### src/hw/rtl/clamped_bilinear_table_interpolator_assert.svh
// assertion macros shared by the interpolator rtl
`ifndef CLAMPED_BILINEAR_TABLE_INTERPOLATOR_ASSERT_SVH
`define CLAMPED_BILINEAR_TABLE_INTERPOLATOR_ASSERT_SVH
`ifndef ASSERT_OFF
`define CBTI_ASSERT(label, expr, msg) \
	label: assert property (@(posedge clk) disable iff (!arst_n) (expr)) else $error(msg);
`define CBTI_ASSERT_IMP(label, ante, cons, msg) \
	label: assert property (@(posedge clk) disable iff (!arst_n) (ante) |-> (cons)) \
		else $error(msg);
`else
`define CBTI_ASSERT(label, expr, msg)
`define CBTI_ASSERT_IMP(label, ante, cons, msg)
`endif
`endif

### src/hw/rtl/cbti_pkg.sv
// shared types and constants of the clamped bilinear table interpolator
`default_nettype none

package cbti_pkg;

	localparam int X_POINTS_MAX_DEF = 64;
	localparam int Y_POINTS_MAX_DEF = 64;

	localparam int DATA_W    = 32;
	localparam int COORD_W   = 32;
	localparam int SCALE_W   = 32;
	localparam int PTS_CFG_W = 7;
	localparam int IDX_W     = 6;
	localparam int CFG_IDX_W = 3;
	localparam int FRAC_W    = 16;
	localparam int WGT_W     = FRAC_W + 1;
	localparam int CELL_W    = 10;
	localparam int PTS_W     = CELL_W + 1;
	localparam int ADDR_W    = 2 * CELL_W;
	localparam int NUM_BANKS = 4;

	localparam int QUEUE_DEPTH = 8;
	localparam int OUT_DEPTH   = 8;

	localparam logic [WGT_W-1:0] ONE_Q16 = {1'b1, {FRAC_W{1'b0}}};

	localparam logic [COORD_W-1:0]   X_LOWER_RST  = 32'h0000_0000;
	localparam logic [COORD_W-1:0]   X_UPPER_RST  = 32'h0001_0000;
	localparam logic [SCALE_W-1:0]   X_SCALE_RST  = 32'h0001_0000;
	localparam logic [COORD_W-1:0]   Y_LOWER_RST  = 32'h0000_0000;
	localparam logic [COORD_W-1:0]   Y_UPPER_RST  = 32'h0001_0000;
	localparam logic [SCALE_W-1:0]   Y_SCALE_RST  = 32'h0001_0000;
	localparam logic [PTS_CFG_W-1:0] X_POINTS_RST = 7'd64;
	localparam logic [PTS_CFG_W-1:0] Y_POINTS_RST = 7'd64;

	typedef enum logic [CFG_IDX_W-1:0] {
		REG_X_LOWER  = 3'd0,
		REG_X_UPPER  = 3'd1,
		REG_X_SCALE  = 3'd2,
		REG_Y_LOWER  = 3'd3,
		REG_Y_UPPER  = 3'd4,
		REG_Y_SCALE  = 3'd5,
		REG_X_POINTS = 3'd6,
		REG_Y_POINTS = 3'd7
	} cfg_reg_t;

	typedef enum logic {
		OP_WRITE = 1'b0,
		OP_QUERY = 1'b1
	} opcode_t;

	// one classified item between front and back, bank b = {row parity, column parity}
	typedef struct packed {
		logic                                is_query;
		logic                                wr_en;
		logic                                par_x;
		logic                                par_y;
		logic [NUM_BANKS-1:0][ADDR_W-1:0]    addr;
		logic [DATA_W-1:0]                   data;
		logic [WGT_W-1:0]                    fx;
		logic [WGT_W-1:0]                    fy;
	} entry_t;

endpackage

`default_nettype wire

### src/hw/rtl/cbti_fifo.sv
// small register queue with occupancy flags
`default_nettype none

module cbti_fifo #(
	parameter int WIDTH = cbti_pkg::DATA_W,
	parameter int DEPTH = cbti_pkg::QUEUE_DEPTH
) (
	input  logic             clk,
	input  logic             arst_n,
	input  logic             push,
	input  logic [WIDTH-1:0] wr_data,
	input  logic             pop,
	output logic [WIDTH-1:0] rd_data,
	output logic             empty,
	output logic             full
);

	localparam int PTR_W = (DEPTH > 1) ? $clog2(DEPTH) : 1;
	localparam int CNT_W = $clog2(DEPTH + 1);

	logic [WIDTH-1:0] mem_q [DEPTH];
	logic [PTR_W-1:0] wr_ptr_q;
	logic [PTR_W-1:0] rd_ptr_q;
	logic [CNT_W-1:0] count_q;

	assign rd_data = mem_q[rd_ptr_q];
	assign empty   = (count_q == '0);
	assign full    = (count_q == CNT_W'(DEPTH));

	always_ff @(posedge clk or negedge arst_n) begin
		if (!arst_n) begin
			wr_ptr_q <= '0;
			rd_ptr_q <= '0;
			count_q  <= '0;
		end else begin
			if (push) begin
				wr_ptr_q <= (wr_ptr_q == PTR_W'(DEPTH - 1)) ? '0 : wr_ptr_q + 1'b1;
			end
			if (pop) begin
				rd_ptr_q <= (rd_ptr_q == PTR_W'(DEPTH - 1)) ? '0 : rd_ptr_q + 1'b1;
			end
			case ({push, pop})
				2'b10:   count_q <= count_q + 1'b1;
				2'b01:   count_q <= count_q - 1'b1;
				default: count_q <= count_q;
			endcase
		end
	end

	always_ff @(posedge clk) begin
		if (push) begin
			mem_q[wr_ptr_q] <= wr_data;
		end
	end

endmodule

`default_nettype wire

### config.mk
export PLATFORM = sky130hd
export DESIGN_NAME = cbti_fifo
export DESIGN_NICKNAME = d
export VERILOG_FILES = /design/src/hw/rtl/clamped_bilinear_table_interpolator_assert.svh /design/src/hw/rtl/cbti_pkg.sv /design/src/hw/rtl/cbti_fifo.sv
export SDC_FILE = /design/constraint.sdc
export NUM_CORES = 1
export LEC_CHECK = 0
export BUFFER_PORTS_ARGS = -buffer_cell sky130_fd_sc_hd__buf_2
export CAP_MARGIN = 20
export CORE_MARGIN = 5
export CORE_UTILIZATION = 35
export DETAILED_ROUTE_END_ITERATION = 8
export GPL_TIMING_DRIVEN = 0
export SLEW_MARGIN = 0
export SYNTH_ARGS = -nofsm -noshare
export SYNTH_HDL_FRONTEND = slang
export SYNTH_SLANG_ARGS = --single-unit
### constraint.sdc
create_clock -name clk -period 7.5 [get_ports clk]
set_input_delay 0.75 -clock clk [delete_from_list [all_inputs] [get_ports clk]]
set_output_delay 0.75 -clock clk [all_outputs]
set_load 0.1 [all_outputs]
==> impl_metrics.env, run 1 <==
export IMPL_status="completed"
export IMPL_port_buffers=69
export IMPL_fillerInstances=2461
export IMPL_syn_area_per_cell_um2=24.0
export IMPL_dpl_hpwl_um=12800
export IMPL_std_cell_rows=62
export IMPL_place_gp_congestion=0.729
export IMPL_required_ps=6750
export IMPL_yosys_warnings=0
export IMPL_synthArstFlopShare_pct=3.76
export IMPL_setup_viol=0
export IMPL_synth_area_top_cells="edfxtp_1 75%, mux4_2 13%, mux2_2 4.3%"
export IMPL_grt_max_degree=25
export IMPL_wl_per_cell_um=21.4
export IMPL_layout_drive_gt1_share_pct=41.8
export IMPL_h_tree_depth=1
export IMPL_synth_top_area_share_pct=75.3
export IMPL_cts_sinks=266
export IMPL_syn_cell_area_mm2=0.0102
export IMPL_routed_wl_um=20200
export IMPL_die_area_mm2=0.0327
export IMPL_rsz0062_at_grt="no"
export IMPL_crit_arrival_ps=2820
export IMPL_relSlewSlack_pct=39.8
export IMPL_die_w_um=181
export IMPL_die_y_um=181
export IMPL_coreArea_mm2=0.0288
export IMPL_initial_core_util_pct=35.5
export IMPL_cts_made_buffers=27
export IMPL_track_usage_pct=12.3
export IMPL_ant_nets=0
export IMPL_fin_ws_ps=3930
export IMPL_start_kind="register"
export IMPL_via_count=4556
export IMPL_final_nets=580
export IMPL_ys_types=23
export IMPL_grt_overflow=0
export IMPL_drcViolationCount=0
export IMPL_yosysTopAreaCell="edfxtp_1"
export IMPL_cts_tree="yes"
export IMPL_drt_iter0_drc=330
export IMPL_antenna_found_initial=3
export IMPL_drt_first_pass_iters=4
export IMPL_ys_flop_type="edfxtp_1"
export IMPL_synthTopCellsByCount="256 x edfxtp_1, 61 x mux4_2, 39 x mux2_2"
export IMPL_finalCriticalPeriod_ps=3570
export IMPL_grt_pass1_wl_um=30700
export IMPL_setup_tns_final_ps=0
export IMPL_path_clk_slew_ps=60
export IMPL_boundaryPins=70
export IMPL_synthToLayoutAreaGrowth_pct=18.6
export IMPL_endpoint_kind="output port"
export IMPL_yosysSeqAreaShare_pct=77.7
export IMPL_max_freq_mhz=280
export IMPL_vias_per_cell=4.84
export IMPL_grt_pass1_vias=5028
export IMPL_cts_root_buf="clkbuf_16"
export IMPL_pre_cts_ws_ps=4410
export IMPL_whs_ps=103
export IMPL_clk_latency_ps=510
export IMPL_drv_slew=0
export IMPL_hold_violations=0
export IMPL_yosysMostFrequentCell="edfxtp_1"
export IMPL_cts_setup_buffers=0
export IMPL_cts_resized_gates=0
export IMPL_synth_seq_cells=266
export IMPL_syn_inst=426
export IMPL_timing_final_crit_share_pct=47.6
export IMPL_crit_type="register to output port"
export IMPL_hold_class="input port to async pin"
export IMPL_cts_buffer_depth=3
export IMPL_synth_edf_count=256
export IMPL_cts_hold_buf=0
export IMPL_path_max_fanout=10
export IMPL_syn_num_nets=469
export IMPL_drv_cap=0
export IMPL_tightest_slew_ps=898
export IMPL_skew_ps=6.00
cell families (layout without fill, tap and decap cells):
logic type	count (synthesis)	count (layout)	synth area share, %
DFF	266	266	77.7
muxes	103	103	18.5
and+or+nand+nor	22	22	1.08
buffers and inverters	19	150	1.13
adders and majority gates	7	7	0.858
xor gates and xnor gates	5	5	0.429
AOI/OAI and AO/OA	4	4	0.245
other	0	1	0
cell usage in the layout (no fill, tap or decap), types with 2 or more instances in the layout:
| cell | n |
|---|---|
| clkinv_2 | 4 |
| clkbuf_1 | 14 |
| nor3_2 | 2 |
| buf_6 | 11 |
| nand2b_1 | 3 |
| nor2_1 | 3 |
| nand2_1 | 2 |
| bufinv_16 | 2 |
| nor2_4 | 6 |
| a21oi_1 | 2 |
| clkinv_1 | 10 |
| nor2b_1 | 3 |
| mux2_2 | 39 |
| buf_12 | 5 |
| edfxtp_1 | 256 |
| ha_1 | 7 |
| buf_2 | 74 |
| mux4_2 | 61 |
| dfrtp_1 | 10 |
| clkbuf_16 | 27 |
| mux4_1 | 3 |
| xor2_1 | 4 |
state kept, by name, indices dropped and copies added (netlist names):
register / count
mem_q: 256
count_q: 4
rd_ptr_q: 3
wr_ptr_q: 3
metal layers:
metal	track usage, %	part of all wire (%)
met5	0	0.11
met4	2.66	1.7
met3	2.41	5.4
met2	21.8	52
met1	15.8	41
through the flow:
step | instance area [um^2] | instances | util (%)
floorplan | 10200 | 426 | -
global placement | 11000 | 879 | 38.3
detailed placement | 11300 | 892 | 39.2
CTS | 12100 | 941 | 42.1
global route | 12100 | 941 | 42.1
finish | 12100 | 942 | 42.1
worst paths after layout:
check                                 start            to  slack [ps]  cells past startpoint
worst min-delay path                 arst_n   rd_ptr_q[0]         100                      1
worst max-delay path            rd_ptr_q[1]    rd_data[8]        3930                      5
max in group asynchronous            arst_n   rd_ptr_q[1]        7180                      1
worst max register to register  wr_ptr_q[1]  mem_q[0][12]        5230                      4
worst min register to register   count_q[3]    count_q[3]         500                      1
min in group clk                 wr_data[2]   mem_q[0][2]         490                      1
worst max-delay path, cell delays in order (launching register included):
cell and delay [ps]:
dfrtp_1 370, buf_2 270, clkbuf_1 660, mux4_2 400, mux2_2 300, buf_2 300
final cells by class:
type / instances / area (um^2) / share of cell area (%)
Timing Repair Buffer: 82 / 548 / 4.52
Sequential cell: 266 / 7940 / 65.5
Inverter: 1 / 3.75 / 0.0310
Antenna cell: 1 / 2.50 / 0.0207
Tap cell: 384 / 480 / 3.97
Multi-Input combinational cell: 141 / 2210 / 18.3
Clock buffer: 33 / 698 / 5.76
Clock inverter: 16 / 118 / 0.971
Buffer: 18 / 111 / 0.919
Power of run 1 is not shown: default switching activity piles up to over one toggle a cycle in this logic, so the estimate is an artifact.
==> inputs of run 2 (changes only) <==
==> constraint.sdc (replaced) <==
create_clock -name clk -period 3 [get_ports clk]
set_input_delay 0.3 -clock clk [delete_from_list [all_inputs] [get_ports clk]]
set_output_delay 0.3 -clock clk [all_outputs]
set_load 0.1 [all_outputs]
==> impl_metrics.env, run 2 (same netlist as run 1, synthesis figures left out) <==
export IMPL_drv_slew=0
export IMPL_seqCellArea_mm2=0.00794
export IMPL_endpoint_kind="output port"
export IMPL_drt_first_pass_iters=4
export IMPL_layout_common_cells="256 x edfxtp_1, 74 x buf_2, 61 x mux4_2, 39 x mux2_2, 27 x clkbuf_16"
export IMPL_coreArea_mm2=0.0288
export IMPL_port_buffers=69
export IMPL_cts_root_buf="clkbuf_16"
export IMPL_finalCriticalPeriod_ps=2820
export IMPL_grt_pass1_vias=4917
export IMPL_worstPathCellList="clkbuf_1 > mux4_2 > mux2_2 > buf_2"
export IMPL_pre_cts_ws_ps=411
export IMPL_die_area_mm2=0.0327
export IMPL_initial_core_util_pct=35.5
export IMPL_top_register="mem_q"
export IMPL_grt_pass1_wl_um=31200
export IMPL_synthToLayoutAreaGrowth_pct=19.0
export IMPL_diodes=0
export IMPL_routed_wl_um=20100
export IMPL_path_clk_slew_ps=60
export IMPL_antenna_found_initial=2
export IMPL_ant_nets=0
export IMPL_cts_made_buffers=26
export IMPL_max_freq_mhz=354
export IMPL_cts_setup_buffers=0
export IMPL_clk_latency_ps=520
export IMPL_cts_tree="yes"
export IMPL_status="completed"
export IMPL_setup_viol=0
export IMPL_wl_per_cell_um=21.5
export IMPL_crit_arrival_ps=2520
export IMPL_hold_violations=0
export IMPL_fin_ws_ps=177
export IMPL_drt_iter0_drc=242
export IMPL_final_nets=577
export IMPL_h_tree_depth=1
export IMPL_required_ps=2700
export IMPL_track_usage_pct=12.4
export IMPL_drcViolationCount=0
export IMPL_tightest_slew_ps=830
export IMPL_placed_area_mm2=0.0113
export IMPL_fin_area_mm2=0.0122
export IMPL_die_w_um=181
export IMPL_rsz0062_at_grt="no"
export IMPL_layout_drive_gt1_share_pct=43.4
export IMPL_hold_class="input port to register"
export IMPL_multiInputGateArea_mm2=0.00224
export IMPL_largest_reg_flops=256
export IMPL_cts_sinks=266
export IMPL_final_common_cell="edfxtp_1"
export IMPL_relSlewSlack_pct=44.7
export IMPL_slowest_stage="clkbuf_1"
export IMPL_die_y_um=181
export IMPL_place_inst=889
export IMPL_path_max_fanout=10
export IMPL_start_kind="register"
export IMPL_vias_per_cell=4.84
export IMPL_boundaryPins=70
export IMPL_grt_overflow=0
export IMPL_fillerInstances=2449
export IMPL_cpPeakStageDelay_ps=640
export IMPL_std_cell_rows=62
export IMPL_cts_buffer_depth=3
export IMPL_drv_cap=0
export IMPL_via_count=4537
export IMPL_whs_ps=43.3
export IMPL_grt_max_degree=25
export IMPL_instances_no_fill=937
export IMPL_timing_final_crit_share_pct=94.1
export IMPL_dpl_hpwl_um=12600
export IMPL_skew_ps=6.23
export IMPL_top_regs="mem_q x256, count_q x4"
export IMPL_crit_type="register to output port"
export IMPL_place_gp_congestion=0.666
==> run 2: cell count changes in the layout (fill, tap and decap cells not counted), sizes merged <==
cell and change:
bufinv -1, buf -3, clkinv +1, clkbuf -4, diode -1, inv +1, dlygate4sd3 +1, clkinvlp +1
==> run 2: final cells by class <==
cell class,count,area share (%)
flip-flops and latches,266,65.3
multi-input cells,141,18.4
clock buffers,29,5.62
repair buffers,80,4.78
well taps,384,3.95
plain buffers,18,0.968
clock inverters,18,0.926
inverters,1,0.0309
==> run 2: per-layer routing <==
layer / up-vias / part of all wire [%] / wire length [um] / global-route usage [%]
li1: 2024 / - / - / -
met1: 2392 / 41 / 8350 / 16.0
met2: 87 / 53 / 10600 / 21.7
met3: 30 / 4.1 / 826 / 2.27
met4: 4 / 1.6 / 328 / 3.02
met5: - / 0.11 / 23 / 0
==> run 2: worst paths after layout <==
path                             start            to  slack (ps)  cells after the start
hold reg to reg             count_q[3]    count_q[3]         520                      1
setup / recovery           rd_ptr_q[1]   rd_data[10]         180                      4
hold / removal             wr_data[13]  mem_q[3][13]          40                      1
setup reg to reg           wr_ptr_q[1]  mem_q[0][21]         980                      4
max in group asynchronous       arst_n   wr_ptr_q[2]        2560                      2
min in group asynchronous       arst_n   rd_ptr_q[1]         210                      2
==> run 2: through the flow <==
| step | TNS [ps] | util, % |
|---|---|---|
| 2_1_floorplan | 0 | - |
| 3_3_place_gp | -197450 | 38.4 |
| 3_5_place_dp | 0 | 39.4 |
| 4_1_cts | 0 | 42.2 |
| 5_1_grt | 0 | 42.2 |
| 6_report | 0 | 42.2 |
==> run 2: what timing repair did <==
| item | CTS | global route |
|---|---|---|
| hold buffers | 1 | 0 |
| setup endpoints to repair | 32 | 0 |
| resized for setup | 5 | 0 |
| hold endpoints to repair | 10 | 0 |
==> run 2: critical path, delay by kind of cell (launching register included) <==
family / cells / cell delay, ps
mux: 2 / 690
flops: 1 / 370
buf+inv: 2 / 940
Power of run 2 is left out for the same reason.
